===== src/swmc_pkg.sv =====
`default_nettype none

package swmc_pkg;

	localparam int CHAR_W      = 8;
	localparam int DIGIT_W     = 3;
	localparam int MATCH_W     = 16;
	localparam int CFG_INDEX_W = 2;
	localparam int CFG_DATA_W  = 8;
	localparam int TARGET_REGS = 3;

	localparam logic [CHAR_W-1:0] WORD_SEP = 8'h20;

	typedef logic [CHAR_W-1:0]  char_t;
	typedef logic [DIGIT_W-1:0] digit_t;

	typedef enum logic [CFG_INDEX_W-1:0] {
		REG_TARGET_LETTER = 2'd0,
		REG_DIGIT_ONE     = 2'd1,
		REG_DIGIT_TWO     = 2'd2,
		REG_DIGIT_THREE   = 2'd3
	} cfg_reg_t;

	function automatic logic is_letter(input char_t c);
		return c inside {[8'h41:8'h5A], [8'h61:8'h7A]};
	endfunction

	// Soundex digit of a lowercase consonant; zero for anything else.
	function automatic digit_t soundex_digit(input char_t c);
		digit_t d;
		case (c)
			"b", "f", "p", "v":                     d = 3'd1;
			"c", "g", "j", "k", "q", "s", "x", "z": d = 3'd2;
			"d", "t":                               d = 3'd3;
			"l":                                    d = 3'd4;
			"m", "n":                               d = 3'd5;
			"r":                                    d = 3'd6;
			default:                                d = 3'd0;
		endcase
		return d;
	endfunction

endpackage

`default_nettype wire


===== src/soundex_word_match_counter_core.sv =====
// Counts, over a sentence streamed one byte per transfer, the words whose
// Soundex code equals the target code written to the configuration registers
// (0 target letter, 1 to 3 target digits). A space ends a word, other
// non-letters are dropped, and the first letter is compared case-sensitively.
// The transfer marked with tlast ends the sentence; one result transfer then
// carries the saturating match count, and the count restarts at zero. One
// byte is accepted every cycle except in the stall below: each byte passes an
// input register, one step of word-state update, and the output register,
// which takes a sentence's count from its last byte. The input side
// only stalls while a finished count waits to be taken and another sentence
// end is ready to follow it.
`default_nettype none

module soundex_word_match_counter_core #(
	parameter int COUNT_WIDTH = 16,
	parameter int CODE_DIGITS = 3
) (
	input  wire logic                           clk,
	input  wire logic                           arst_n,
	input  wire logic                           cfg_we,
	input  wire logic [swmc_pkg::CFG_INDEX_W-1:0] cfg_index,
	input  wire logic [swmc_pkg::CFG_DATA_W-1:0]  cfg_data,
	input  wire logic                           s_axis_tvalid,
	output logic                                s_axis_tready,
	input  wire logic [swmc_pkg::CHAR_W-1:0]    s_axis_tdata,  // char_in
	input  wire logic                           s_axis_tlast,  // sentence_end
	output logic                                m_axis_tvalid,
	input  wire logic                           m_axis_tready,
	output logic [swmc_pkg::MATCH_W-1:0]        m_axis_tdata   // match_count
);
	import swmc_pkg::*;

	localparam int POS_W = $clog2(CODE_DIGITS + 1);

	char_t                  target_letter_q;
	digit_t                 target_digit_q [TARGET_REGS];
	digit_t                 target_c       [CODE_DIGITS];

	logic                   valid_s1;
	char_t                  char_s1;
	logic                   last_s1;

	char_t                  word_letter_q;
	logic                   word_started_q;
	digit_t                 word_digits_q  [CODE_DIGITS];
	logic [POS_W-1:0]       digit_pos_q;
	digit_t                 last_digit_q;
	logic [COUNT_WIDTH-1:0] count_q;
	logic [MATCH_W-1:0]     match_count_q;
	logic                   out_valid_q;

	logic                   advance;
	logic                   letter;
	digit_t                 digit;
	logic                   take_first;
	logic                   take_digit;
	logic                   word_end;
	logic                   match;
	char_t                  letter_upd;
	logic                   started_upd;
	digit_t                 digits_upd     [CODE_DIGITS];
	logic [COUNT_WIDTH-1:0] count_inc;

	for (genvar i = 0; i < CODE_DIGITS; i++) begin : g_target
		if (i < TARGET_REGS) begin : g_reg
			assign target_c[i] = target_digit_q[i];
		end else begin : g_pad
			assign target_c[i] = '0;
		end
	end

	always_ff @(posedge clk or negedge arst_n) begin
		if (!arst_n) begin
			target_letter_q <= '0;
			for (int i = 0; i < TARGET_REGS; i++) begin
				target_digit_q[i] <= '0;
			end
		end else if (cfg_we) begin
			case (cfg_reg_t'(cfg_index))
				REG_TARGET_LETTER: target_letter_q   <= cfg_data;
				REG_DIGIT_ONE:     target_digit_q[0] <= cfg_data[DIGIT_W-1:0];
				REG_DIGIT_TWO:     target_digit_q[1] <= cfg_data[DIGIT_W-1:0];
				REG_DIGIT_THREE:   target_digit_q[2] <= cfg_data[DIGIT_W-1:0];
				default: ;
			endcase
		end
	end

	assign advance       = valid_s1 && !(last_s1 && out_valid_q && !m_axis_tready);
	assign s_axis_tready = !valid_s1 || advance;

	always_comb begin
		letter      = is_letter(char_s1);
		digit       = soundex_digit(char_s1);
		take_first  = letter && !word_started_q;
		take_digit  = letter && word_started_q &&
		              (digit_pos_q < POS_W'(CODE_DIGITS)) &&
		              (digit != '0) && (digit != last_digit_q);
		letter_upd  = take_first ? char_s1 : word_letter_q;
		started_upd = word_started_q || take_first;
		for (int i = 0; i < CODE_DIGITS; i++) begin
			digits_upd[i] = (take_digit && digit_pos_q == POS_W'(i)) ? digit
			                                                        : word_digits_q[i];
		end
		word_end = (char_s1 == WORD_SEP) || last_s1;
		match    = word_end && started_upd && (letter_upd == target_letter_q);
		for (int i = 0; i < CODE_DIGITS; i++) begin
			match = match && (digits_upd[i] == target_c[i]);
		end
		count_inc = (match && !(&count_q)) ? count_q + 1'b1 : count_q;
	end

	always_ff @(posedge clk or negedge arst_n) begin
		if (!arst_n) begin
			valid_s1 <= 1'b0;
		end else if (s_axis_tready) begin
			valid_s1 <= s_axis_tvalid;
		end
	end

	always_ff @(posedge clk) begin
		if (s_axis_tready && s_axis_tvalid) begin
			char_s1 <= s_axis_tdata;
			last_s1 <= s_axis_tlast;
		end
	end

	always_ff @(posedge clk or negedge arst_n) begin
		if (!arst_n) begin
			word_letter_q  <= '0;
			word_started_q <= 1'b0;
			digit_pos_q    <= '0;
			last_digit_q   <= '0;
			count_q        <= '0;
			for (int i = 0; i < CODE_DIGITS; i++) begin
				word_digits_q[i] <= '0;
			end
		end else if (advance) begin
			if (word_end) begin
				word_letter_q  <= '0;
				word_started_q <= 1'b0;
				digit_pos_q    <= '0;
				last_digit_q   <= '0;
				for (int i = 0; i < CODE_DIGITS; i++) begin
					word_digits_q[i] <= '0;
				end
			end else begin
				word_letter_q  <= letter_upd;
				word_started_q <= started_upd;
				word_digits_q  <= digits_upd;
				if (take_digit) begin
					digit_pos_q  <= POS_W'(digit_pos_q + 1'b1);
					last_digit_q <= digit;
				end
			end
			count_q <= last_s1 ? '0 : count_inc;
		end
	end

	always_ff @(posedge clk or negedge arst_n) begin
		if (!arst_n) begin
			out_valid_q <= 1'b0;
		end else if (advance && last_s1) begin
			out_valid_q <= 1'b1;
		end else if (m_axis_tready) begin
			out_valid_q <= 1'b0;
		end
	end

	always_ff @(posedge clk) begin
		if (advance && last_s1) begin
			match_count_q <= MATCH_W'(count_inc);
		end
	end

	assign m_axis_tvalid = out_valid_q;
	assign m_axis_tdata  = match_count_q;

endmodule

`default_nettype wire


===== config.mk =====
export PLATFORM = sky130hd
export DESIGN_NAME = soundex_word_match_counter_core
export DESIGN_NICKNAME = d
export VERILOG_FILES = /design/src/swmc_pkg.sv /design/src/soundex_word_match_counter_core.sv
export SDC_FILE = /design/constraint.sdc
export NUM_CORES = 1
export LEC_CHECK = 0
export BUFFER_PORTS_ARGS = -buffer_cell sky130_fd_sc_hd__buf_4
export CAP_MARGIN = 15
export CORE_MARGIN = 2
export CORE_UTILIZATION = 55
export CTS_BUF_LIST = sky130_fd_sc_hd__clkbuf_8
export DETAILED_ROUTE_END_ITERATION = 10
export PLACE_DENSITY = 0.79
export SLEW_MARGIN = 20
export SYNTH_ARGS = -nofsm -noshare
export SYNTH_HDL_FRONTEND = slang
export SYNTH_SLANG_ARGS = --single-unit
export TNS_END_PERCENT = 10

===== constraint.sdc =====
create_clock -name clk -period 4.3 [get_ports clk]
set_input_delay 0.215 -clock clk [delete_from_list [all_inputs] [get_ports clk]]
set_output_delay 0.215 -clock clk [all_outputs]
set_load 0.01 [all_outputs]

==> results of run 1 <==
sequential cells by signal, summed over array words and instances, names as in the netlist:
register,flops
word_letter_q,8
count_q,16
last_digit_q,3
valid_s1,1
char_s1,8
m_axis_tvalid,1
word_digits_q,9
digit_pos_q,2
word_started_q,1
m_axis_tdata,16
target_c,9
last_s1,1
target_letter_q,8
cell families (layout without fill, tap and decap cells):
family                   count (synthesis)  count (layout)
adder cells (fa/ha/maj)                  5               5
flip-flops                              83              83
AND/OR/NAND/NOR                        193             193
XOR/XNOR                                30              30
AO/OA/AOI/OAI                          108             108
multiplexers                            19              19
buffers and inverters                   38              80
stage by stage:
| stage | cells | setup WS (ns) | cell area (um2) | hold WS, ns |
|---|---|---|---|---|
| finish | 626 | 0.336 | 5390 | 0.0348 |
| global route | 626 | 0.00167 | 5390 | 0.0160 |
| CTS | 626 | 0.359 | 5390 | 0.0250 |
| detailed placement | 609 | 0.371 | 5170 | 0.335 |
| global placement | 609 | 0.504 | 5170 | 0.332 |
| floorplan | 476 | 1.19 | 4800 | -0.0806 |
final cells by class:
type | instances | area, um2 | area share
multi-input cells | 355 | 2430 | 0.451
flip-flops and latches | 83 | 2200 | 0.409
repair buffers | 45 | 340 | 0.0632
well taps | 108 | 135 | 0.0251
clock buffers | 9 | 124 | 0.0230
clock inverters | 7 | 85.1 | 0.0158
inverters | 19 | 71.3 | 0.0132
cell usage after synthesis (2+ instances only):
cell / number
o21ai_0: 17
o22ai_1: 3
a22oi_1: 3
nand4b_1: 4
a211o_1: 4
or4_1: 2
xnor2_1: 16
o211ai_1: 9
inv_1: 19
and2_1: 7
nand3_1: 18
nor3_1: 9
a32o_1: 3
a22o_1: 12
and4_1: 5
a31oi_1: 10
buf_4: 3
edfxtp_1: 25
nor2b_1: 7
nor3b_1: 3
clkbuf_1: 7
o311a_1: 3
xor2_1: 14
nor4_1: 2
a21oi_1: 9
nand3b_1: 5
nor2_1: 23
or3_1: 3
mux2i_1: 4
o311ai_1: 3
o21ai_1: 5
ha_1: 5
and4b_1: 2
dfrtp_1: 58
nand4_1: 10
and3_1: 14
buf_2: 7
mux2_2: 15
a21o_1: 7
nand2b_1: 6
nand2_1: 62
power groups by stage:
stage / logic, mW / registers, mW / clock network [mW]
after detailed placement: 0.314 / 0.988 / 0
final: 0.317 / 0.973 / 0.600
after global placement: 0.303 / 0.982 / 0
after global routing: 0.350 / 0.984 / 0.644
after CTS: 0.317 / 0.972 / 0.614
after floorplan: 0.222 / 0.962 / 0
worst max-delay path by stage:
stage,from,end,slack [ns],cells past startpoint
global placement,char_s1[3]$_DFFE_PP_,m_axis_tdata[1]$_DFFE_PP_,0.50,10
detailed placement,char_s1[3]$_DFFE_PP_,m_axis_tdata[1]$_DFFE_PP_,0.37,10
global route,char_s1[3]$_DFFE_PP_,m_axis_tdata[1]$_DFFE_PP_,0.002,10
finish,char_s1[3]$_DFFE_PP_,m_axis_tdata[1]$_DFFE_PP_,0.34,10
floorplan,char_s1[2]$_DFFE_PP_,m_axis_tdata[6]$_DFFE_PP_,1.19,12
CTS,char_s1[3]$_DFFE_PP_,m_axis_tdata[1]$_DFFE_PP_,0.36,10
cells in the final DEF (no fill, tap or decap), types with 3 or more instances in the layout:
master | Yosys | layout
nand2_1 | 62 | 62
dfrtp_1 | 58 | 58
buf_4 | 3 | 44
edfxtp_1 | 25 | 25
nor2_1 | 23 | 23
inv_1 | 19 | 21
nand3_1 | 18 | 18
o21ai_0 | 17 | 17
xnor2_1 | 16 | 16
mux2_2 | 15 | 15
and3_1 | 14 | 14
xor2_1 | 14 | 14
a22o_1 | 12 | 12
nand4_1 | 10 | 10
a31oi_1 | 10 | 10
a21oi_1 | 9 | 9
o211ai_1 | 9 | 9
nor3_1 | 9 | 9
clkbuf_8 | 0 | 9
nor2b_1 | 7 | 7
and2_1 | 7 | 7
a21o_1 | 7 | 7
nand2b_1 | 6 | 6
nand3b_1 | 5 | 5
o21ai_1 | 5 | 5
and4_1 | 5 | 5
ha_1 | 5 | 5
a211o_1 | 4 | 4
mux2i_1 | 4 | 4
nand4b_1 | 4 | 4
or3_1 | 3 | 3
nor3b_1 | 3 | 3
a22oi_1 | 3 | 3
o22ai_1 | 3 | 3
o311a_1 | 3 | 3
a32o_1 | 3 | 3
o311ai_1 | 3 | 3
critical path: stages (launching register included):
cell and delay [ns]:
edfxtp_1 0.64, or2_1 0.26, o32a_1 0.34, and4b_1 0.27, a32o_2 0.27, o211ai_2 0.44, nand2_1 0.20, a32oi_2 0.37
and4_1 0.47, nand2_1 0.17, mux2_2 0.29
metal layers:
metal / vias to the layer above / wire length, um / track usage
li1: 1849 / - / -
met1: 1915 / 4600 / 0.313
met2: 143 / 5600 / 0.401
met3: 26 / 659 / 0.0468
met4: 0 / 257 / 0.0876
met5: - / 0 / 0
==> run_results.csv, run 1 <==
group,metric,value,unit
min_path,hold_end,"char_s1[7]$_DFFE_PP_",
placed_design,post-dp-hpwl,8.05,mm
clock_network,clk_pin_slew_worst_paths,0.08,ns
yosys,synthXorXnorAreaFrac,0.0547,
timing,worstMarginPinSlew,1.07,ns
yosys,synthDistinctLibCells,74,
placed_design,place_congestion,0.958,
critical_path,cp_max_fo,15,
critical_path,critPathKind,"register to register",
final_layout,diodes,0,
clock_network,clockBufferDepth,2,
clock_network,clock_latency,0.35,ns
timing,finalSetupTns,0,ns
yosys,synth_edf_count,25,
yosys,syn_area,4800,um2
yosys,ys_warn_count,0,
floorplanning,initial_core_util,0.559,
clock_network,cts_hold_buf,1,
critical_path,critPathCaptureType,"register",
critical_path,rrSetupSlack,0.34,ns
critical_path,rr_worst_depth,10,
final_layout,fin_nets,542,
floorplanning,num_rows,34,
floorplanning,die_h,97.4,um
timing,final-hold-violation-count,0,
timing,finalCritPeriodShare,0.922,
yosys,yosysTopAreaCell,"dfrtp_1",
power_and_ir_drop,p_switching,0.535,mW
floorplanning,die_w,97.4,um
power_and_ir_drop,power_leakage,2.27,nW
detailed_routing,drc,0,
grt,first_global_vias,3825,
critical_path,cp-start-kind,"register",
detailed_routing,drt-pass1-iter-count,5,
timing,fmax,252,MHz
yosys,muxShareOfSynthArea,0.0435,
clock_network,numCtsBuffers,9,
power_and_ir_drop,p_per_area,351,nW/um2
timing,rsz0062_at_grt,"no",
detailed_routing,totalWireLength,11.1,mm
yosys,synth_compound_area_frac,0.175,
yosys,synth-seq-cells,83,
power_and_ir_drop,clkPwrFrac,0.317,
detailed_routing,drt_iter0_markers,265,
final_layout,fillers,729,
critical_path,rr_startpoint,"char_s1[3]$_DFFE_PP_",
min_path,holdCritPathClass,"input pin to register",
yosys,netlist_top_cells_area,"dfrtp_1, edfxtp_1, nand2_1",
power_and_ir_drop,internal_power,1.35,mW
floorplanning,fp.dieArea,9490,um2
power_and_ir_drop,switching_share,0.283,
floorplanning,num_io_pins,42,
grt,grt_use_total,0.240,
critical_path,cp_data_required_time,4.41,ns
yosys,synth_top_family_by_area,"simple AND/OR/NAND/NOR gates",
yosys,synth_cells,476,
power_and_ir_drop,seqPwrFrac,0.515,
clock_network,postCtsSetupBuffers,0,
yosys,async_reset_ff_frac,0.699,
final_layout,layout-drive-gt1-share,0.172,
yosys,synthFlopType,"dfrtp_1",
clock_network,clock-sinks,83,
critical_path,cp.arrival,4.08,ns
power_and_ir_drop,totalPowerFinal,1.89,mW
final_layout,area_growth,12.2,%
detailed_routing,ant_nets,0,
grt,antenna_found_initial,0,
timing,setup_viol_count_final,0,
yosys,post_synth_and_or_nand_nor_area_fraction,0.220,
timing,slew_violations,0,
clock_network,cts_resized,0,
power_and_ir_drop,vdd_drop_max,177,uV
critical_path,r2r_end,"m_axis_tdata[1]$_DFFE_PP_",
detailed_routing,via_per_inst,6.28,
placed_design,portBuffers,41,
grt,grt_pass1_wl,18.5,mm
timing,slew-limit-headroom,0.283,
detailed_routing,vias,3933,
yosys,syn-num-nets,505,
grt,grt_overflow,0,
yosys,synth-adder-area-share,0.0130,
min_path,hold_start,"s_axis_tdata[7]",
timing,fin_skew,0.00911,ns
yosys,ys_seq_area_frac,0.459,
timing,post-route-min-period,3.96,ns
run_status,outcome,"finished clean",
clock_network,htreeDepth,3,
clock_network,tritoncts,"built",
clock_network,clockRootBuffer,"clkbuf_8",
yosys,syn_area_per_cell,10.1,um2
yosys,synth_top_area_share,0.302,
run,maxCapViolCount,0,
power_and_ir_drop,pwr-share-comb,0.168,
floorplanning,core,8590,um2
grt,grt_max_degree,59,
min_path,min_path_cells,1,
final_layout,fin_util,0.627,
detailed_routing,routedWlPerCell,17.8,um
(Power assumes the default switching activity.)
==> inputs of run 2 (changes only) <==
--- a/config.mk
+++ b/config.mk
@@ -12,6 +12,7 @@
 export CTS_BUF_LIST = sky130_fd_sc_hd__clkbuf_8
 export DETAILED_ROUTE_END_ITERATION = 10
 export PLACE_DENSITY = 0.79
+export RECOVER_POWER = 50
 export SLEW_MARGIN = 20
 export SYNTH_ARGS = -nofsm -noshare
 export SYNTH_HDL_FRONTEND = slang
==> constraint.sdc (replaced) <==
create_clock -name clk -period 4.3 [get_ports clk]
set_input_delay 0.645 -clock clk [delete_from_list [all_inputs] [get_ports clk]]
set_output_delay 0.645 -clock clk [all_outputs]
set_load 0.01 [all_outputs]
==> run 2 against run 1 <==
The flow now finishes with violations (capacitance limit, slew limit). Critical endpoint unchanged. Register-to-register slack is essentially flat. Sequential power barely moved. Combinational power is 2% lower. Clock skew hardly changed. Routed wire length grew 0.11%. Sequential cell count unchanged.
==> run_results.csv, run 2 (synthesis results as in run 1) <==
group,metric,value,unit
critical_path,rr_worst_depth,10,
clock_network,clock-sinks,83,
run_status,outcome,"finished with violations",
critical_path,critPathKind,"register to register",
critical_path,critPathCaptureType,"register",
min_path,hold_start,"s_axis_tdata[2]",
floorplanning,initial_core_util,0.559,
floorplanning,die_w,97.4,um
power_and_ir_drop,switching_share,0.285,
detailed_routing,drt-pass1-iter-count,5,
timing,post-route-min-period,3.95,ns
power_and_ir_drop,internal_power,1.35,mW
floorplanning,num_rows,34,
critical_path,rrSetupSlack,0.35,ns
run,maxCapViolCount,1,
final_layout,area_growth,11.2,%
final_layout,final_common_cell,"nand2_1",
clock_network,clockRootBuffer,"clkbuf_8",
clock_network,clockBufferDepth,2,
critical_path,rr_startpoint,"char_s1[4]$_DFFE_PP_",
timing,slew-limit-headroom,-1.07,
placed_design,portBuffers,41,
power_and_ir_drop,p_per_area,353,nW/um2
detailed_routing,routedWlPerCell,17.8,um
placed_design,placedCellCount,609,
detailed_routing,via_per_inst,6.36,
floorplanning,core,8590,um2
final_layout,diodes,0,
critical_path,slowest_stage,"edfxtp_1",
critical_path,cp_max_fo,15,
power_and_ir_drop,p_switching,0.538,mW
min_path,min_path_cells,1,
floorplanning,fp.dieArea,9490,um2
timing,fin_skew,0.00895,ns
power_and_ir_drop,pwr-share-comb,0.165,
clock_network,htreeDepth,3,
grt,grt_use_total,0.240,
critical_path,cp-start-kind,"register",
grt,grt_max_degree,59,
timing,slew_violations,59,
detailed_routing,drt_iter0_markers,291,
final_layout,fillers,737,
grt,first_global_vias,3825,
clock_network,numCtsBuffers,9,
grt,antenna_found_initial,0,
clock_network,cts_resized,0,
timing,rsz0062_at_grt,"no",
critical_path,cp_data_required_time,4.42,ns
critical_path,cp_cell_sequence,"or3_4, o221ai_2, mux2i_1, xor2_1, nand2_1, nor4b_1, and4_2, and4_1, nand2_1, mux2_2",
final_layout,instances_no_fill,625,
timing,finalCritPeriodShare,0.920,
clock_network,tritoncts,"built",
grt,grt_overflow,0,
min_path,holdCritPathClass,"input pin to register",
final_layout,final_cell_mix,"nand2_1, dfrtp_1, edfxtp_1, buf_4, nor2_1",
grt,grt_pass1_wl,18.6,mm
run_status,violations,"capacitance limit, slew limit",
placed_design,place_congestion,0.958,
detailed_routing,drc,0,
timing,final-hold-violation-count,0,
floorplanning,die_h,97.4,um
critical_path,r2r_end,"m_axis_tdata[1]$_DFFE_PP_",
clock_network,clock_latency,0.36,ns
critical_path,max_stage_delay,0.61,ns
detailed_routing,totalWireLength,11.1,mm
critical_path,cp_common_cell,"nand2_1",
power_and_ir_drop,seqPwrFrac,0.516,
floorplanning,num_io_pins,42,
detailed_routing,ant_nets,0,
placed_design,post-dp-hpwl,8.05,mm
power_and_ir_drop,clkPwrFrac,0.319,
final_layout,fin_nets,541,
power_and_ir_drop,power_leakage,2.23,nW
clock_network,clk_pin_slew_worst_paths,0.09,ns
critical_path,cp.arrival,4.07,ns
timing,worstMarginPinSlew,3.10,ns
timing,finalSetupTns,0,ns
clock_network,postCtsSetupBuffers,0,
timing,fmax,253,MHz
final_layout,layout-drive-gt1-share,0.153,
timing,setup_viol_count_final,0,
final_layout,fin_util,0.621,
min_path,hold_end,"char_s1[2]$_DFFE_PP_",
detailed_routing,vias,3977,
power_and_ir_drop,vdd_drop_max,178,uV
clock_network,cts_hold_buf,0,
## run 2: cell type report
type,count,area [um2],share of cell area
flip-flops and latches,83,2200,0.413
clock inverters,7,85.1,0.0159
clock buffers,9,124,0.0232
inverters,19,71.3,0.0134
multi-input cells,355,2430,0.455
well taps,108,135,0.0253
repair buffers,44,293,0.0549
## run 2: how the worst max path moves through the flow
stage                    startpoint                   endpoint  slack (ns)
2_1_floorplan  char_s1[2]$_DFFE_PP_  m_axis_tdata[6]$_DFFE_PP_        1.19
6_report       char_s1[4]$_DFFE_PP_  m_axis_tdata[1]$_DFFE_PP_        0.35
5_1_grt        char_s1[3]$_DFFE_PP_  m_axis_tdata[1]$_DFFE_PP_       0.002
3_5_place_dp   char_s1[3]$_DFFE_PP_  m_axis_tdata[1]$_DFFE_PP_        0.37
4_1_cts        char_s1[3]$_DFFE_PP_  m_axis_tdata[1]$_DFFE_PP_        0.36
3_3_place_gp   char_s1[3]$_DFFE_PP_  m_axis_tdata[1]$_DFFE_PP_        0.50
## run 2: power groups by stage
stage | sequential [mW] | clock [mW] | combinational [mW]
2_1_floorplan | 0.962 | 0 | 0.222
3_3_place_gp | 0.982 | 0 | 0.303
3_5_place_dp | 0.988 | 0 | 0.314
4_1_cts | 0.972 | 0.614 | 0.317
5_1_grt | 0.984 | 0.644 | 0.344
6_report | 0.973 | 0.602 | 0.311
## run 2: metrics by stage
step	hold slack, ns	area (um2)	worst slack (ns)	power, mW
detailed placement	0.483	5170	0.371	1.30
finish	0.484	5340	0.346	1.89
floorplan	0.349	4800	1.19	1.18
CTS	0.386	5380	0.359	1.90
global placement	0.476	5170	0.504	1.28
global route	0.468	5340	0.00167	1.97
## run 2: critical path, delay by kind of cell (launching register included)
family / cells / cell delay [ns]
xor gates and xnor gates: 1 / 0.16
muxes: 2 / 0.57
and+or+nand+nor: 6 / 1.95
DFF: 1 / 0.61
AOI/OAI and AO/OA: 1 / 0.43
## run 2: per-layer routing
metal,wire length [um],up-vias,GRT usage
li1,-,1843,-
met1,4710,1944,0.313
met2,5450,155,0.401
met3,640,35,0.0468
met4,330,0,0.0876
met5,0,-,0
==> inputs of run 3 (changes only) <==
==> constraint.sdc (replaced) <==
create_clock -name clk -period 4.72 [get_ports clk]
set_input_delay 0.708 -clock clk [delete_from_list [all_inputs] [get_ports clk]]
set_output_delay 0.708 -clock clk [all_outputs]
set_load 0.01 [all_outputs]
==> run 3 against run 2 <==
The flow still finishes with violations (capacitance limit, slew limit). Via count fell by 0.80%. Cell count unchanged. Design area fell by 0.19%. Critical path type unchanged. Critical endpoint unchanged.
==> run_results.csv, run 3 (synthesis results as in run 1) <==
group,metric,value,unit
run_status,outcome,"finished with violations",
run_status,violations,"capacitance limit, slew limit",
run,maxCapViolCount,1,
clock_network,clockRootBuffer,"clkbuf_8",
detailed_routing,routedWlPerCell,17.6,um
min_path,min_path_cells,1,
clock_network,htreeDepth,3,
final_layout,final_cell_mix,"nand2_1, dfrtp_1, edfxtp_1, buf_4, nor2_1",
grt,grt_overflow,0,
critical_path,cp_data_required_time,4.83,ns
floorplanning,die_h,97.4,um
placed_design,post-dp-hpwl,8.11,mm
clock_network,numCtsBuffers,9,
detailed_routing,drc,0,
critical_path,slowest_stage,"edfxtp_1",
critical_path,rr_worst_depth,10,
detailed_routing,drt_iter0_markers,182,
grt,first_global_vias,3970,
power_and_ir_drop,vdd_drop_max,179,uV
timing,finalSetupTns,0,ns
timing,finalCritPeriodShare,0.850,
detailed_routing,totalWireLength,11.0,mm
power_and_ir_drop,totalPowerFinal,1.68,mW
clock_network,cts_hold_buf,0,
grt,antenna_found_initial,0,
grt,busiest_layer,"met2",
timing,post-route-min-period,4.01,ns
timing,rsz0062_at_grt,"no",
floorplanning,fp.dieArea,9490,um2
final_layout,layout-drive-gt1-share,0.157,
timing,slew-limit-headroom,-1.14,
placed_design,placedCellCount,609,
power_and_ir_drop,p_per_area,315,nW/um2
timing,fin_skew,0.0148,ns
detailed_routing,ant_nets,0,
final_layout,instances_no_fill,625,
clock_network,tritoncts,"built",
final_layout,area_growth,11.0,%
power_and_ir_drop,power_leakage,2.21,nW
detailed_routing,via_per_inst,6.31,
floorplanning,core,8590,um2
grt,gr-usage-met3,0.0424,
clock_network,postCtsSetupBuffers,0,
clock_network,clk_pin_slew_worst_paths,0.08,ns
critical_path,cp_cell_sequence,"or2_1, o32a_1, xor2_1, a32o_2, o211ai_2, nand2_1, a32oi_2, and4_1, nand2_1, mux2_2",
floorplanning,die_w,97.4,um
timing,setup_viol_count_final,0,
grt,grt_use_met1,0.297,
floorplanning,num_rows,34,
critical_path,critPathKind,"register to register",
timing,final-hold-violation-count,0,
critical_path,max_stage_delay,0.59,ns
floorplanning,num_io_pins,42,
placed_design,postPlaceCellArea,5170,um2
timing,worstMarginPinSlew,3.22,ns
timing,fmax,249,MHz
final_layout,diodes,0,
final_layout,fin_nets,541,
detailed_routing,vias,3945,
grt,grt_use_met2,0.431,
clock_network,clockBufferDepth,2,
final_layout,final_area,5330,um2
critical_path,cp_common_cell,"nand2_1",
clock_network,clock_latency,0.36,ns
critical_path,cp_max_fo,15,
detailed_routing,drt-pass1-iter-count,5,
critical_path,critPathCaptureType,"register",
final_layout,fillers,720,
critical_path,cp.arrival,4.12,ns
critical_path,rrSetupSlack,0.71,ns
min_path,holdCritPathClass,"register to register",
grt,grt_max_degree,59,
placed_design,place_congestion,0.928,
critical_path,cp-start-kind,"register",
timing,slew_violations,59,
final_layout,final_common_cell,"nand2_1",
clock_network,clock-sinks,83,
grt,grt_pass1_wl,18.7,mm
clock_network,cts_resized,0,
floorplanning,initial_core_util,0.559,
placed_design,portBuffers,41,
grt,grt_use_total,0.245,
[run 3: cell types whose count changed in the layout (fill, tap and decap cells not counted), sizes merged]
cell and change:
clkinvlp +3, clkinv -3, inv +1, bufinv -1
[run 3: cell type report]
class	count	area [um2]	area share
timing repair buffer	44	293	0.0550
sequential	83	2200	0.413
multi-input combinational	355	2430	0.457
clock buffer	9	124	0.0233
inverter	19	71.3	0.0134
clock inverter	7	68.8	0.0129
tap	108	135	0.0254
[run 3: per-layer routing]
layer  vias up  share of wire
li1       1846              -
met1      1946           0.42
met2       132           0.51
met5         -              0
met4         0          0.022
met3        21          0.051
[run 3: worst paths after layout]
path | start | to
worst max-delay path | char_s1[3]$_DFFE_PP_ | m_axis_tdata[1]$_DFFE_PP_
worst min-delay path | word_digits_q[2]$_DFFE_PN0P_ | word_digits_q[2]$_DFFE_PN0P_
worst max register to register | char_s1[3]$_DFFE_PP_ | m_axis_tdata[1]$_DFFE_PP_
worst min register to register | word_digits_q[2]$_DFFE_PN0P_ | word_digits_q[2]$_DFFE_PN0P_
max in group asynchronous | arst_n | last_digit_q[1]$_DFFE_PN0P_
min in group asynchronous | arst_n | count_q[10]$_DFFE_PN0P_
[run 3: critical path: cells and delay by family (launching register included)]
family | cells | cell delay (ns)
compound gates | 4 | 1.45
xor+xnor | 1 | 0.19
flops | 1 | 0.59
mux | 1 | 0.32
simple gates | 4 | 1.21
[run 3: per-stage QoR]
stage / setup slack, ns / utilization / hold slack [ns]
finish: 0.708 / 0.620 / 0.496
global route: 0.501 / 0.620 / 0.513
global placement: 0.919 / 0.601 / 0.475
floorplan: 1.61 / - / 0.412
detailed placement: 0.766 / 0.601 / 0.482
CTS: 0.750 / 0.624 / 0.446
[run 3: power breakdown]
part	internal (mW)	total (mW)	switching (mW)
clock	0.243	0.509	0.266
combinational	0.126	0.282	0.156
sequential	0.810	0.885	0.0758
total	1.18	1.68	0.498
